## config.mk

```make
export PLATFORM = sky130hd
export DESIGN_NAME = format_spec_char_classifier_unit_flat
export DESIGN_NICKNAME = d
export VERILOG_FILES = /design/src/sv/fscc_pkg.sv /design/src/sv/fscc_if.sv /design/src/sv/fscc_in_stage.sv /design/src/sv/fscc_classify.sv /design/src/sv/fscc_out_stage.sv /design/src/sv/format_spec_char_classifier_unit.sv /design/src/flat_wrapper.sv
export VERILOG_INCLUDE_DIRS = /design/src /design/src/sv
export SDC_FILE = /design/constraint.sdc
export NUM_CORES = 1
export LEC_CHECK = 0
export ABC_AREA = 1
export CORE_MARGIN = 3
export CORE_UTILIZATION = 60
export CTS_CLUSTER_SIZE = 10
export DETAILED_ROUTE_END_ITERATION = 8
export DONT_BUFFER_PORTS = 1
export PLACE_DENSITY = 0.8
export SYNTH_ARGS = -nofsm -noshare
export SYNTH_HDL_FRONTEND = slang
export SYNTH_HIERARCHICAL = 1
export SYNTH_SLANG_ARGS = --single-unit
```

## constraint.sdc

```tcl
create_clock -name clk -period 3.3 [get_ports clk]
set_clock_uncertainty 0.05 [all_clocks]
set_input_delay 0.33 -clock clk [delete_from_list [all_inputs] [get_ports clk]]
set_output_delay 0.33 -clock clk [all_outputs]
set_load 0.01 [all_outputs]
```

## src/sv/format_spec_char_classifier_unit_assert.svh

```systemverilog
// assertion macros used by the format spec classifier rtl
// expects clk and rst_n in the scope of the module that uses them
`ifndef FORMAT_SPEC_CHAR_CLASSIFIER_UNIT_ASSERT_SVH
`define FORMAT_SPEC_CHAR_CLASSIFIER_UNIT_ASSERT_SVH

// same-cycle implication
`define FSCC_ASSERT_IMP(lbl, ante, cons, msg) \
  lbl: assert property (@(posedge clk) disable iff (!rst_n) (ante) |-> (cons)) \
    else $error(msg);

// next-cycle implication
`define FSCC_ASSERT_NEXT(lbl, ante, cons, msg) \
  lbl: assert property (@(posedge clk) disable iff (!rst_n) (ante) |=> (cons)) \
    else $error(msg);

`endif

```

## src/sv/fscc_pkg.sv

```systemverilog
// types, character codes and class helpers for the format spec classifier
// no dependencies
`default_nettype none

package fscc_pkg;

  typedef enum logic [2:0] {
    PH_IDLE  = 3'd0,
    PH_FLAGS = 3'd1,
    PH_WIDTH = 3'd2,
    PH_PREC  = 3'd3,
    PH_LEN   = 3'd4,
    PH_KEY   = 3'd5
  } phase_t;

  typedef enum logic [3:0] {
    CLS_START   = 4'd0,
    CLS_NOTSPEC = 4'd1,
    CLS_FLAG    = 4'd2,
    CLS_WIDTH   = 4'd3,
    CLS_PREC    = 4'd4,
    CLS_LEN     = 4'd5,
    CLS_OPEN    = 4'd6,
    CLS_KEY     = 4'd7,
    CLS_CLOSE   = 4'd8,
    CLS_CONV    = 4'd9,
    CLS_DROP    = 4'd10,
    CLS_UNTERM  = 4'd11
  } cls_t;

  // what one character does to the parse
  typedef enum logic [3:0] {
    ACT_START,
    ACT_NOTSPEC,
    ACT_UNTERM,
    ACT_CLOSE,
    ACT_KEYCH,
    ACT_DBL,
    ACT_OPEN,
    ACT_FLAG,
    ACT_WDIG,
    ACT_DOT,
    ACT_PDIG,
    ACT_MOD,
    ACT_CONV
  } act_t;

  typedef struct packed {
    cls_t       char_class;
    logic [6:0] field_pos;
    logic       last;
    logic       split_valid;
    logic [6:0] split_pos;
  } res_t;

  localparam logic [7:0] CH_NUL    = 8'h00;
  localparam logic [7:0] CH_SPACE  = 8'h20;
  localparam logic [7:0] CH_HASH   = 8'h23;
  localparam logic [7:0] CH_PCT    = 8'h25;
  localparam logic [7:0] CH_QUOTE  = 8'h27;
  localparam logic [7:0] CH_LPAR   = 8'h28;
  localparam logic [7:0] CH_RPAR   = 8'h29;
  localparam logic [7:0] CH_PLUS   = 8'h2B;
  localparam logic [7:0] CH_MINUS  = 8'h2D;
  localparam logic [7:0] CH_DOT    = 8'h2E;
  localparam logic [7:0] CH_ZERO   = 8'h30;
  localparam logic [7:0] CH_NINE   = 8'h39;
  localparam logic [7:0] CH_EQ     = 8'h3D;
  localparam logic [7:0] CH_UP_L   = 8'h4C;
  localparam logic [7:0] CH_UP_T   = 8'h54;
  localparam logic [7:0] CH_LOW_H  = 8'h68;
  localparam logic [7:0] CH_LOW_J  = 8'h6A;
  localparam logic [7:0] CH_LOW_L  = 8'h6C;
  localparam logic [7:0] CH_LOW_T  = 8'h74;
  localparam logic [7:0] CH_LOW_Z  = 8'h7A;

  function automatic logic is_flag(input logic [7:0] c);
    return c inside {CH_MINUS, CH_PLUS, CH_SPACE, CH_HASH, CH_ZERO, CH_QUOTE};
  endfunction

  function automatic logic is_mod(input logic [7:0] c);
    return c inside {CH_LOW_H, CH_LOW_L, CH_LOW_J, CH_LOW_Z, CH_LOW_T, CH_UP_L};
  endfunction

  function automatic logic is_digit(input logic [7:0] c);
    return c inside {[CH_ZERO:CH_NINE]};
  endfunction

endpackage

`default_nettype wire

```

## src/sv/fscc_if.sv

```systemverilog
// valid/ready channel interfaces for the format spec classifier
// depends on nothing; payload widths follow the character and result fields
`default_nettype none

interface fscc_in_if;
  logic       valid;
  logic       ready;
  logic [7:0] ch;

  modport source (output valid, output ch, input ready);
  modport sink (input valid, input ch, output ready);
endinterface

interface fscc_out_if;
  logic       valid;
  logic       ready;
  logic [3:0] char_class;
  logic [6:0] field_pos;
  logic       last;
  logic       split_valid;
  logic [6:0] split_pos;

  modport source (output valid, output char_class, output field_pos, output last,
                  output split_valid, output split_pos, input ready);
  modport sink (input valid, input char_class, input field_pos, input last,
                input split_valid, input split_pos, output ready);
endinterface

`default_nettype wire

```

## src/sv/fscc_in_stage.sv

```systemverilog
// input register of the format spec classifier: holds one character word
// uses no package items
`default_nettype none

module fscc_in_stage (
  input  wire logic       clk,
  input  wire logic       rst_n,
  input  wire logic       in_valid,
  output logic            in_ready,
  input  wire logic [7:0] in_ch,
  input  wire logic       take,
  output logic            item_valid,
  output logic [7:0]      item_ch
);

  logic       valid_r;
  logic       valid_nxt;
  logic [7:0] ch_r;
  logic       load;

  // slot is free when empty or when its word moves on this cycle
  assign in_ready = !valid_r || take;
  assign load     = in_valid && in_ready;

  always_comb begin
    valid_nxt = valid_r;
    if (load) begin
      valid_nxt = 1'b1;
    end else if (take) begin
      valid_nxt = 1'b0;
    end
  end

  always_ff @(posedge clk) begin
    if (!rst_n) begin
      valid_r <= 1'b0;
    end else begin
      valid_r <= valid_nxt;
    end
  end

  always_ff @(posedge clk) begin
    if (load) begin
      ch_r <= in_ch;
    end
  end

  assign item_valid = valid_r;
  assign item_ch    = ch_r;

endmodule

`default_nettype wire

```

## src/sv/fscc_classify.sv

```systemverilog
// parse state and per-character classification of the format spec classifier
// depends on fscc_pkg and the assertion macro header
`default_nettype none
`include "format_spec_char_classifier_unit_assert.svh"

module fscc_classify #(
  parameter int FLAGS_SIZE     = 16,
  parameter int WIDTH_SIZE     = 16,
  parameter int PRECISION_SIZE = 16,
  parameter int MODIFIER_SIZE  = 8,
  parameter int KEYWORD_SIZE   = 128
) (
  input  wire logic       clk,
  input  wire logic       rst_n,
  input  wire logic       item_valid,
  input  wire logic [7:0] ch,
  input  wire logic       fire,
  output fscc_pkg::res_t  res
);

  localparam int FW = $clog2(FLAGS_SIZE);
  localparam int WW = $clog2(WIDTH_SIZE);
  localparam int PW = $clog2(PRECISION_SIZE);
  localparam int MW = $clog2(MODIFIER_SIZE);
  localparam int KW = $clog2(KEYWORD_SIZE);

  // a field is full once its count reaches size - 1
  localparam logic [FW-1:0] FLAG_LIM = FW'(FLAGS_SIZE - 1);
  localparam logic [WW-1:0] WID_LIM  = WW'(WIDTH_SIZE - 1);
  localparam logic [PW-1:0] PREC_LIM = PW'(PRECISION_SIZE - 1);
  localparam logic [MW-1:0] MOD_LIM  = MW'(MODIFIER_SIZE - 1);
  localparam logic [KW-1:0] KEY_LIM  = KW'(KEYWORD_SIZE - 1);

  fscc_pkg::phase_t phase_r, phase_nxt;
  logic [FW-1:0]    flag_cnt_r, flag_cnt_nxt;
  logic [WW-1:0]    wid_cnt_r, wid_cnt_nxt;
  logic [PW-1:0]    prec_cnt_r, prec_cnt_nxt;
  logic [MW-1:0]    mod_cnt_r, mod_cnt_nxt;
  logic [KW-1:0]    kw_cnt_r, kw_cnt_nxt;
  logic             dbl_pend_r, dbl_pend_nxt;
  logic             dbl_is_l_r, dbl_is_l_nxt;
  logic             eq_found_r, eq_found_nxt;
  logic [6:0]       eq_pos_r, eq_pos_nxt;

  fscc_pkg::act_t act;
  logic flag_ok, wid_ok, prec_ok, mod_ok, kw_ok;
  logic in_fw;

  assign flag_ok = flag_cnt_r != FLAG_LIM;
  assign wid_ok  = wid_cnt_r != WID_LIM;
  assign prec_ok = prec_cnt_r != PREC_LIM;
  assign mod_ok  = mod_cnt_r != MOD_LIM;
  assign kw_ok   = kw_cnt_r != KEY_LIM;
  assign in_fw   = (phase_r == fscc_pkg::PH_FLAGS) || (phase_r == fscc_pkg::PH_WIDTH);

  // decode: which branch of the parse this character takes
  always_comb begin
    act = fscc_pkg::ACT_CONV;
    if (phase_r == fscc_pkg::PH_IDLE) begin
      act = (ch == fscc_pkg::CH_PCT) ? fscc_pkg::ACT_START : fscc_pkg::ACT_NOTSPEC;
    end else if (ch == fscc_pkg::CH_NUL) begin
      act = fscc_pkg::ACT_UNTERM;
    end else if (phase_r == fscc_pkg::PH_KEY) begin
      act = (ch == fscc_pkg::CH_RPAR) ? fscc_pkg::ACT_CLOSE : fscc_pkg::ACT_KEYCH;
    end else if (dbl_pend_r &&
                 ch == (dbl_is_l_r ? fscc_pkg::CH_LOW_L : fscc_pkg::CH_LOW_H)) begin
      act = fscc_pkg::ACT_DBL;
    end else if (ch == fscc_pkg::CH_LPAR) begin
      act = fscc_pkg::ACT_OPEN;
    end else if (phase_r == fscc_pkg::PH_FLAGS && fscc_pkg::is_flag(ch)) begin
      act = fscc_pkg::ACT_FLAG;
    end else if (in_fw && fscc_pkg::is_digit(ch)) begin
      act = fscc_pkg::ACT_WDIG;
    end else if (in_fw && ch == fscc_pkg::CH_DOT) begin
      act = fscc_pkg::ACT_DOT;
    end else if (phase_r == fscc_pkg::PH_PREC && fscc_pkg::is_digit(ch)) begin
      act = fscc_pkg::ACT_PDIG;
    end else if (fscc_pkg::is_mod(ch)) begin
      act = fscc_pkg::ACT_MOD;
    end
  end

  // next phase
  always_comb begin
    case (act)
      fscc_pkg::ACT_START:   phase_nxt = fscc_pkg::PH_FLAGS;
      fscc_pkg::ACT_NOTSPEC: phase_nxt = fscc_pkg::PH_IDLE;
      fscc_pkg::ACT_UNTERM:  phase_nxt = fscc_pkg::PH_IDLE;
      fscc_pkg::ACT_CLOSE:   phase_nxt = fscc_pkg::PH_FLAGS;
      fscc_pkg::ACT_KEYCH:   phase_nxt = fscc_pkg::PH_KEY;
      fscc_pkg::ACT_DBL:     phase_nxt = phase_r;
      fscc_pkg::ACT_OPEN:    phase_nxt = fscc_pkg::PH_KEY;
      fscc_pkg::ACT_FLAG:    phase_nxt = fscc_pkg::PH_FLAGS;
      fscc_pkg::ACT_WDIG:    phase_nxt = fscc_pkg::PH_WIDTH;
      fscc_pkg::ACT_DOT:     phase_nxt = fscc_pkg::PH_PREC;
      fscc_pkg::ACT_PDIG:    phase_nxt = fscc_pkg::PH_PREC;
      fscc_pkg::ACT_MOD:     phase_nxt = fscc_pkg::PH_LEN;
      fscc_pkg::ACT_CONV:    phase_nxt = fscc_pkg::PH_IDLE;
      default:               phase_nxt = fscc_pkg::PH_IDLE;
    endcase
  end

  // counters and keyword bookkeeping
  always_comb begin
    flag_cnt_nxt = flag_cnt_r;
    wid_cnt_nxt  = wid_cnt_r;
    prec_cnt_nxt = prec_cnt_r;
    mod_cnt_nxt  = mod_cnt_r;
    kw_cnt_nxt   = kw_cnt_r;
    dbl_pend_nxt = 1'b0;
    dbl_is_l_nxt = dbl_is_l_r;
    eq_found_nxt = eq_found_r;
    eq_pos_nxt   = eq_pos_r;
    case (act)
      fscc_pkg::ACT_START: begin
        flag_cnt_nxt = '0;
        wid_cnt_nxt  = '0;
        prec_cnt_nxt = '0;
        mod_cnt_nxt  = '0;
        kw_cnt_nxt   = '0;
        dbl_is_l_nxt = 1'b0;
        eq_found_nxt = 1'b0;
        eq_pos_nxt   = '0;
      end
      fscc_pkg::ACT_KEYCH: begin
        if (kw_ok) begin
          kw_cnt_nxt = kw_cnt_r + KW'(1);
          if (ch == fscc_pkg::CH_EQ && !eq_found_r) begin
            eq_found_nxt = 1'b1;
            eq_pos_nxt   = 7'(kw_cnt_r);
          end
        end
      end
      fscc_pkg::ACT_DBL: begin
        if (mod_ok) mod_cnt_nxt = mod_cnt_r + MW'(1);
      end
      fscc_pkg::ACT_OPEN: begin
        kw_cnt_nxt   = '0;
        eq_found_nxt = 1'b0;
        eq_pos_nxt   = '0;
      end
      fscc_pkg::ACT_FLAG: begin
        if (flag_ok) flag_cnt_nxt = flag_cnt_r + FW'(1);
      end
      fscc_pkg::ACT_WDIG: begin
        if (wid_ok) wid_cnt_nxt = wid_cnt_r + WW'(1);
      end
      fscc_pkg::ACT_DOT, fscc_pkg::ACT_PDIG: begin
        if (prec_ok) prec_cnt_nxt = prec_cnt_r + PW'(1);
      end
      fscc_pkg::ACT_MOD: begin
        if (mod_ok) begin
          mod_cnt_nxt = mod_cnt_r + MW'(1);
          // first length char h or l may be doubled
          if (mod_cnt_r == '0 &&
              (ch == fscc_pkg::CH_LOW_H || ch == fscc_pkg::CH_LOW_L)) begin
            dbl_pend_nxt = 1'b1;
            dbl_is_l_nxt = (ch == fscc_pkg::CH_LOW_L);
          end
        end
      end
      default: begin
      end
    endcase
  end

  // result word
  always_comb begin
    res             = '0;
    res.char_class  = fscc_pkg::CLS_NOTSPEC;
    case (act)
      fscc_pkg::ACT_START: res.char_class = fscc_pkg::CLS_START;
      fscc_pkg::ACT_NOTSPEC: begin
        res.char_class = fscc_pkg::CLS_NOTSPEC;
        res.last       = 1'b1;
      end
      fscc_pkg::ACT_UNTERM: begin
        res.char_class = fscc_pkg::CLS_UNTERM;
        res.last       = 1'b1;
      end
      fscc_pkg::ACT_CLOSE: res.char_class = fscc_pkg::CLS_CLOSE;
      fscc_pkg::ACT_KEYCH: begin
        res.char_class = kw_ok ? fscc_pkg::CLS_KEY : fscc_pkg::CLS_DROP;
        res.field_pos  = kw_ok ? 7'(kw_cnt_r) : 7'd0;
      end
      fscc_pkg::ACT_DBL, fscc_pkg::ACT_MOD: begin
        res.char_class = mod_ok ? fscc_pkg::CLS_LEN : fscc_pkg::CLS_DROP;
        res.field_pos  = mod_ok ? 7'(mod_cnt_r) : 7'd0;
      end
      fscc_pkg::ACT_OPEN: res.char_class = fscc_pkg::CLS_OPEN;
      fscc_pkg::ACT_FLAG: begin
        res.char_class = flag_ok ? fscc_pkg::CLS_FLAG : fscc_pkg::CLS_DROP;
        res.field_pos  = flag_ok ? 7'(flag_cnt_r) : 7'd0;
      end
      fscc_pkg::ACT_WDIG: begin
        res.char_class = wid_ok ? fscc_pkg::CLS_WIDTH : fscc_pkg::CLS_DROP;
        res.field_pos  = wid_ok ? 7'(wid_cnt_r) : 7'd0;
      end
      fscc_pkg::ACT_DOT, fscc_pkg::ACT_PDIG: begin
        res.char_class = prec_ok ? fscc_pkg::CLS_PREC : fscc_pkg::CLS_DROP;
        res.field_pos  = prec_ok ? 7'(prec_cnt_r) : 7'd0;
      end
      fscc_pkg::ACT_CONV: begin
        res.char_class = fscc_pkg::CLS_CONV;
        res.last       = 1'b1;
        if (ch == fscc_pkg::CH_UP_T && kw_cnt_r != '0 && eq_found_r) begin
          res.split_valid = 1'b1;
          res.split_pos   = eq_pos_r;
        end
      end
      default: res.char_class = fscc_pkg::CLS_NOTSPEC;
    endcase
  end

  always_ff @(posedge clk) begin
    if (!rst_n) begin
      phase_r    <= fscc_pkg::PH_IDLE;
      flag_cnt_r <= '0;
      wid_cnt_r  <= '0;
      prec_cnt_r <= '0;
      mod_cnt_r  <= '0;
      kw_cnt_r   <= '0;
      dbl_pend_r <= 1'b0;
      dbl_is_l_r <= 1'b0;
      eq_found_r <= 1'b0;
      eq_pos_r   <= '0;
    end else if (fire) begin
      phase_r    <= phase_nxt;
      flag_cnt_r <= flag_cnt_nxt;
      wid_cnt_r  <= wid_cnt_nxt;
      prec_cnt_r <= prec_cnt_nxt;
      mod_cnt_r  <= mod_cnt_nxt;
      kw_cnt_r   <= kw_cnt_nxt;
      dbl_pend_r <= dbl_pend_nxt;
      dbl_is_l_r <= dbl_is_l_nxt;
      eq_found_r <= eq_found_nxt;
      eq_pos_r   <= eq_pos_nxt;
    end
  end

  `FSCC_ASSERT_IMP(a_last_class, item_valid && res.last,
    res.char_class == fscc_pkg::CLS_NOTSPEC || res.char_class == fscc_pkg::CLS_CONV ||
    res.char_class == fscc_pkg::CLS_UNTERM, "last set on a non-terminal class")
  `FSCC_ASSERT_NEXT(a_idle_after_last, fire && res.last,
    phase_r == fscc_pkg::PH_IDLE, "parse not idle after a final character")
  `FSCC_ASSERT_NEXT(a_start_clears, fire && act == fscc_pkg::ACT_START,
    kw_cnt_r == '0 && !eq_found_r && !dbl_pend_r, "percent did not clear state")
  `FSCC_ASSERT_IMP(a_split_conv, item_valid && res.split_valid,
    res.last && eq_found_r && kw_cnt_r != '0, "split reported without a kept equals")

endmodule

`default_nettype wire

```

## src/sv/fscc_out_stage.sv

```systemverilog
// result register of the format spec classifier
// depends on fscc_pkg for the result word type
`default_nettype none

module fscc_out_stage (
  input  wire logic           clk,
  input  wire logic           rst_n,
  input  wire logic           item_valid,
  input  wire fscc_pkg::res_t res,
  output logic                take,
  output logic                out_valid,
  input  wire logic           out_ready,
  output fscc_pkg::res_t      out_res
);

  logic           valid_r;
  logic           valid_nxt;
  fscc_pkg::res_t res_r;
  logic           open_slot;

  // register takes a word when empty or being drained
  assign open_slot = !valid_r || out_ready;
  assign take      = item_valid && open_slot;

  always_comb begin
    valid_nxt = valid_r;
    if (take) begin
      valid_nxt = 1'b1;
    end else if (out_ready) begin
      valid_nxt = 1'b0;
    end
  end

  always_ff @(posedge clk) begin
    if (!rst_n) begin
      valid_r <= 1'b0;
    end else begin
      valid_r <= valid_nxt;
    end
  end

  always_ff @(posedge clk) begin
    if (take) begin
      res_r <= res;
    end
  end

  assign out_valid = valid_r;
  assign out_res   = res_r;

endmodule

`default_nettype wire

```

## src/sv/format_spec_char_classifier_unit.sv

```systemverilog
// channel   | dir | payload                                             | handshake
// in_ch     | in  | ch[7:0]                                             | valid/ready
// out_res   | out | char_class, field_pos, last, split_valid, split_pos | valid/ready
//
// one character word per clock while the result is not stalled, one result word per character
// data path: input register, then classification into the result register
// parse state updates when a character moves into the result register
// a stalled result holds; the input register keeps taking words until both are full
// synchronous active-low reset returns the parse to idle with all counts cleared
`default_nettype none

module format_spec_char_classifier_unit #(
  parameter int FLAGS_SIZE     = 16,
  parameter int WIDTH_SIZE     = 16,
  parameter int PRECISION_SIZE = 16,
  parameter int MODIFIER_SIZE  = 8,
  parameter int KEYWORD_SIZE   = 128
) (
  input  wire logic   clk,
  input  wire logic   rst_n,
  fscc_in_if.sink     in_ch,
  fscc_out_if.source  out_res
);

  logic           take;
  logic           item_valid;
  logic [7:0]     item_ch;
  fscc_pkg::res_t res;
  fscc_pkg::res_t res_q;
  logic           res_valid;

  fscc_in_stage u_in (
    .clk        (clk),
    .rst_n      (rst_n),
    .in_valid   (in_ch.valid),
    .in_ready   (in_ch.ready),
    .in_ch      (in_ch.ch),
    .take       (take),
    .item_valid (item_valid),
    .item_ch    (item_ch)
  );

  fscc_classify #(
    .FLAGS_SIZE     (FLAGS_SIZE),
    .WIDTH_SIZE     (WIDTH_SIZE),
    .PRECISION_SIZE (PRECISION_SIZE),
    .MODIFIER_SIZE  (MODIFIER_SIZE),
    .KEYWORD_SIZE   (KEYWORD_SIZE)
  ) u_cls (
    .clk        (clk),
    .rst_n      (rst_n),
    .item_valid (item_valid),
    .ch         (item_ch),
    .fire       (take),
    .res        (res)
  );

  fscc_out_stage u_out (
    .clk        (clk),
    .rst_n      (rst_n),
    .item_valid (item_valid),
    .res        (res),
    .take       (take),
    .out_valid  (res_valid),
    .out_ready  (out_res.ready),
    .out_res    (res_q)
  );

  assign out_res.valid       = res_valid;
  assign out_res.char_class  = res_q.char_class;
  assign out_res.field_pos   = res_q.field_pos;
  assign out_res.last        = res_q.last;
  assign out_res.split_valid = res_q.split_valid;
  assign out_res.split_pos   = res_q.split_pos;

endmodule

`default_nettype wire

```

## src/flat_wrapper.sv

```systemverilog
// flat-port wrapper written by rule: the top's interface ports become plain ports
module format_spec_char_classifier_unit_flat 
#(
  parameter int FLAGS_SIZE     = 16,
  parameter int WIDTH_SIZE     = 16,
  parameter int PRECISION_SIZE = 16,
  parameter int MODIFIER_SIZE  = 8,
  parameter int KEYWORD_SIZE   = 128
)
  (clk, rst_n, in_ch_valid, in_ch_ch, in_ch_ready, out_res_valid, out_res_char_class, out_res_field_pos, out_res_last, out_res_split_valid, out_res_split_pos, out_res_ready);
  fscc_in_if in_ch_i ();
  fscc_out_if out_res_i ();
  input  wire logic clk;
  input  wire logic rst_n;
  input wire logic [$bits(in_ch_i.valid)-1:0] in_ch_valid;
  input wire logic [$bits(in_ch_i.ch)-1:0] in_ch_ch;
  output wire logic [$bits(in_ch_i.ready)-1:0] in_ch_ready;
  output wire logic [$bits(out_res_i.valid)-1:0] out_res_valid;
  output wire logic [$bits(out_res_i.char_class)-1:0] out_res_char_class;
  output wire logic [$bits(out_res_i.field_pos)-1:0] out_res_field_pos;
  output wire logic [$bits(out_res_i.last)-1:0] out_res_last;
  output wire logic [$bits(out_res_i.split_valid)-1:0] out_res_split_valid;
  output wire logic [$bits(out_res_i.split_pos)-1:0] out_res_split_pos;
  input wire logic [$bits(out_res_i.ready)-1:0] out_res_ready;
  assign in_ch_i.valid = in_ch_valid;
  assign in_ch_i.ch = in_ch_ch;
  assign in_ch_ready = in_ch_i.ready;
  assign out_res_valid = out_res_i.valid;
  assign out_res_char_class = out_res_i.char_class;
  assign out_res_field_pos = out_res_i.field_pos;
  assign out_res_last = out_res_i.last;
  assign out_res_split_valid = out_res_i.split_valid;
  assign out_res_split_pos = out_res_i.split_pos;
  assign out_res_i.ready = out_res_ready;
  format_spec_char_classifier_unit #(.FLAGS_SIZE(FLAGS_SIZE), .WIDTH_SIZE(WIDTH_SIZE), .PRECISION_SIZE(PRECISION_SIZE), .MODIFIER_SIZE(MODIFIER_SIZE), .KEYWORD_SIZE(KEYWORD_SIZE)) u_core (.clk(clk), .rst_n(rst_n), .in_ch(in_ch_i), .out_res(out_res_i));
endmodule
```

==> Word-level counts from Yosys, hierarchy flattened <==
Cells that the tools add are included.
{ "word_totals": {"out_inout_bits": 22, "regBits": 65, "input_bits": 12} }
{ "classes": {"bitwise": 1, "reduce_logical": 49, "mux": 54, "order_cmp": 2, "n_eq_ne": 48, "add_sub_neg": 5} }
{ "op_table": {"columns": ["op", "count"], "rows": [
  ["== test 8 x 6 -> 1 bit, second input constant", 11],
  ["two-way mux 4 bit", 17],
  ["== test 8 x 7 -> 1 bit, second input constant", 7],
  ["case mux 4 bit (10 select lines)", 1],
  ["case mux 7 bit (5 select lines)", 1],
  ["two-way mux 7 bit", 4],
  ["case mux 7 bit (2 select lines)", 2],
  ["two-way mux 3 bit", 8],
  ["case mux 4 bit (2 select lines)", 3],
  ["== test 4 bit, second input constant", 5],
  ["case mux 3 bit (6 select lines)", 1],
  ["== test 4 x 3 -> 1 bit, second input constant", 4],
  ["nonzero test 2 bit", 8],
  ["AND reduction 3 bit", 5],
  ["two-way mux 1 bit", 13],
  ["adder 4 x 1 -> 4 bit, second input constant", 3],
  ["logical AND 1 bit", 12],
  ["inequality test 2 bit, second input constant", 6],
  ["inequality test 4 bit, second input constant", 3],
  ["nonzero test 6 bit", 2],
  ["== test 4 x 2 -> 1 bit, second input constant", 2],
  ["== test 8 x 7 -> 1 bit", 1],
  [">= comparator 8 x 6 -> 1 bit, second input constant", 1],
  ["<= comparator 8 x 6 -> 1 bit, second input constant", 1],
  ["23 further kinds", 38]
]} }

==> Logic depth before layout (Yosys ltp) <==
{ "logic_depth": {"depth_word": 16, "mapped_depth": 18, "mapped_depth_nobuf": 18} }

==> Hierarchy <==
The synthesis kept the hierarchy.
{ "modules_own_cells": {"columns": ["mod", "cells_per_inst", "seq_area_each_um2", "area_each_um2", "instances"], "rows": [
  ["fscc_classify", 436, 700.7, 2909.0, 1],
  ["fscc_out_stage", 27, 620.6, 651.9, 1],
  ["fscc_in_stage", 15, 260.2, 291.5, 1]
]} }

==> Worst setup path before layout <==
No wires, ideal clock.
{ "synth_path": {"path_kind": "reg2reg", "start": "register u_core.u_in.valid_r (netlist: u_core/u_in/item_valid)", "end": "register u_core.u_cls.flag_cnt_r[0]", "setup_time_ns": 0.070, "path_buffers": 1, "path_stages_with_launch": 9, "t_arrival_ns": 2.502, "slack_ns": 0.678, "path_cell_list": "dfxtp_1 inv_1 a21oi_1 buf_2 nand2_1 nor2_2 inv_2 or2_0 a21oi_1"} }
{ "synth_between": {"elab_chain_len": 2} }
{ "synth_lines": {"columns": ["item", "line", "text"], "rows": [
  ["from (decl)", "fscc_in_stage.sv:16", "logic valid_r;"],
  ["from (signal assigned)", "fscc_in_stage.sv:38", "valid_r <= valid_nxt;"],
  ["logical AND 1 bit", "fscc_out_stage.sv:23", "assign take = item_valid && open_slot;"],
  ["named net u_core.take", "format_spec_char_classifier_unit.sv:25", "logic take;"],
  ["AND reduction 3 bit (no source line)", null, null],
  ["to (signal assigned)", "fscc_classify.sv:229", "flag_cnt_r <= flag_cnt_nxt;"],
  ["to (decl)", "fscc_classify.sv:35", "logic [FW-1:0] flag_cnt_r, flag_cnt_nxt;"]
]} }
The timed path passes the listed nets, and every way through them passes these cells.
A chain may end at the register's enable or synchronous reset.

==> reports/summary.txt <==
Hold/Removal Path Class -> primary input to flop
Crit path max-delay family -> simple AND/OR/NAND/NOR gates
Pint -> 1.270 mW
WL per Instance -> 14.78 µm
PD cells -> 422.6 nW/µm²
Core Region -> 6061 µm²
type of origin of the critical path -> flop
# hold bufs at CTS -> 0
Synth Area in XOR/XNOR -> 0.01137
antenna cell count -> 0
synth warn -> 6
Crit path largest cell delay -> 480 ps
top cell type's share of synthesized area -> 0.2183
# rows -> 28
Layout Cells excl Fill -> 566
Slew Limit Fails -> 0
complex-gate fraction of the synthesized area -> 0.1046
Top Usage Layer GRT -> met2
RSZ-0062 raised after global routing -> no
CTS tree -> yes
Place WS -> 853.0 ps
Chip Height -> 86.13 µm
CTS root buffer -> clkbuf_8
Post-CTS Setup Inserts -> 0
Final GP Congestion -> 0.9469
Buf/Inv on CP -> 4
Initial DRT Pass Iterations -> 5
simple-gate area share of the yosys netlist -> 0.3615
clk_lat worst skew -> 350 ps
clock power share -> 0.391
syn_area_per_cell -> 8.060 µm²
cell breakdown of the critical path -> inv_2 -> nand2_4 -> nor2_2 -> nor3b_2 -> nor2_4 -> nand2_2 -> inv_2 -> nand2_4 -> inv_2 -> nand3_2 -> nand2_2 -> nand2_2 -> inv_1 -> nor3_1 -> o21ai_0
CTS buffer count -> 9
most common library cells after synthesis -> 83 x nand2_1, 60 x inv_1, 44 x nor2_1
crit path setup slack, layout -> 798.3 ps
largest cells by area after synthesis -> edfxtp_1 22%, dfxtp_1 19%, nand2_1 8.1%, inv_1 5.8%, nand2_2 5.0%
largest net degree at the start of global routing -> 24
met2 Usage GRT -> 0.3987
status -> finished, final reports clean
Clk pin slew, worst setup/hold paths -> 80 ps
vias post-DR -> 3,257
Final min period -> 2502 ps
synthesis-to-layout area growth -> 7.567%
Hold Vio Cnt, Final -> 0
Slowest-stage cell, CP -> edfxtp_1
Synth area leader -> edfxtp_1
mux contribution to synthesized area -> 0
worst path arrival time -> 2530 ps
IO Pins -> 34
Max VDD drop -> 0.2683 mV
Mapped Nets -> 499
Seq pwr share -> 0.509
most common cell in the synthesized netlist -> nand2_1
Worst-Margin Slew -> 881.6 ps
H-Tree Depth -> 3
Initial Util -> 0.6356
leak pwr -> 1.605 nW
FMAX -> 399.7 MHz
DRC Markers -> 0
period utilization -> 0.7581
Crit Path Class -> flop to flop
Cells after Synth -> 478
routed wire length -> 8.364 mm
via/cell ratio -> 5.754
Main synth FF type -> dfxtp_1
Seq cells post-synth -> 65
maximum capacitance violations -> 0
Adder-Cell Fraction of Synth Area -> 0.02923
CTS max path bufs -> 2
Worst Path Required -> 3330 ps
Sink Count -> 65
number of global-route vias before repair -> 3,133
share of layout cells above drive strength 1 -> 0.2403
hpwl dp -> 6.333 mm
EDFF count, synth -> 28
post-CTS sizing -> 0
Worst setup EP type -> flop
combinational fraction of design power -> 0.100
PortBufs -> 0
Distinct cells, synth -> 43
Sw Share -> 0.2749
placed insts -> 550
async set-reset flop share out of synthesis -> 0
met3 Use GR -> 0.04419
max_slew headroom -> 0.4116
Post-DRT Antenna Nets -> 0
grt total ovfl -> 0
Hold Slack -> 19.76 ps
main combinational cell family by area after synthesis -> simple AND/OR/NAND/NOR gates
NetSw -> 481.3 µW
Crit Path Max Fanout -> 6
antenna violations before repair -> 0
met1 Track Usage GR -> 0.2904
Placement Cell Area -> 3945 µm²
# setup viols final -> 0
Die Wd -> 86.13 µm
# nets final -> 507
initial DRC count -> 221
Seq/Total Area, Yosys -> 0.4105
GRT Resource Usage Total -> 0.2357
Syn Std Cell Area -> 3852 µm²
fin area -> 4144 µm²
first-pass GRT wire length -> 13.85 mm
Die ar. -> 7418 µm²
TNS Setup -> 0 ps
[registers in the layout, indices dropped and copies added (netlist names), 3 cells and up]
signal                   flops
u_core/u_cls/prec_cnt_r      4
u_core/u_out/out_res        20
u_core/u_cls/mod_cnt_r       3
u_core/u_in/item_ch          8
u_core/u_cls/eq_pos_r        7
u_core/u_cls/flag_cnt_r      4
u_core/u_cls/phase_r         3
u_core/u_cls/kw_cnt_r        7
u_core/u_cls/wid_cnt_r       4
[cell usage in the layout (no fill, tap or decap), drive strengths merged]
master   count
a31oi        4
nor3b        2
edfxtp      28
nor3        13
nor4         4
clkinv       5
ha           9
nand3       33
a21oi       36
o2111ai      1
o21ai       17
nand4       17
nor2        60
xor2         5
a211oi       1
clkbuf       9
nand3b       2
inv         79
a32oi        1
a221oi       1
o21bai       1
or2          2
buf          1
bufinv       1
nand2      121
a22oi        1
dfxtp       37
[logic make-up (layout without fill, tap and decap cells)]
family          count (synthesis)  in the layout
compound gates                 63             63
xor+xnor                        5              5
fa+ha+maj                       9              9
buf+inv                        82             95
flops                          65             65
simple gates                  254            254
[power groups by stage]
stage / clock [mW] / sequential, mW / combinational, mW
3_5_place_dp: 0 / 0.910 / 0.173
3_3_place_gp: 0 / 0.909 / 0.168
2_1_floorplan: 0 / 0.905 / 0.140
6_report: 0.684 / 0.892 / 0.175
5_1_grt: 0.733 / 0.895 / 0.192
4_1_cts: 0.698 / 0.892 / 0.174
[metal layers]
layer / wire, µm / vias up / part of all wire
met5: 0 / - / 0
met4: 174 / 0 / 0.021
met2: 4069 / 137 / 0.49
met1: 3563 / 1516 / 0.43
li1: - / 1584 / -
met3: 556 / 20 / 0.066
[final cells by class]
cell class / count / area [µm²]
multi-input combinational: 331 / 1963
fill: 493 / 1917
sequential: 65 / 1582
inverter: 78 / 299.0
clock buffer: 9 / 123.9
tap: 75 / 93.84
clock inverter: 7 / 75.07
timing repair buffer: 1 / 7.507
[stage by stage]
stage,total power [mW],util
after floorplan,1.045,-
after global placement,1.078,0.6509
after detailed placement,1.083,0.6509
after CTS,1.764,0.6837
after global routing,1.820,0.6837
final,1.751,0.6837
[path summary, 6_finish.rpt]
kind	from	slack [ps]	end	cells past startpoint
worst max-delay path	u_core/u_in/item_ch[1]$_DFFE_PP_	800	u_core/u_out/out_res[18]$_DFFE_PP_	15
worst min-delay path	in_ch_ch[5]	20	u_core/u_in/item_ch[5]$_DFFE_PP_	0
worst max register to register	u_core/u_in/item_ch[1]$_DFFE_PP_	800	u_core/u_out/out_res[18]$_DFFE_PP_	15
worst min register to register	u_core/u_cls/dbl_pend_r$_SDFFE_PN0P_	420	u_core/u_cls/dbl_pend_r$_SDFFE_PN0P_	2
No activity file was read; power rests on OpenSTA's default activity.
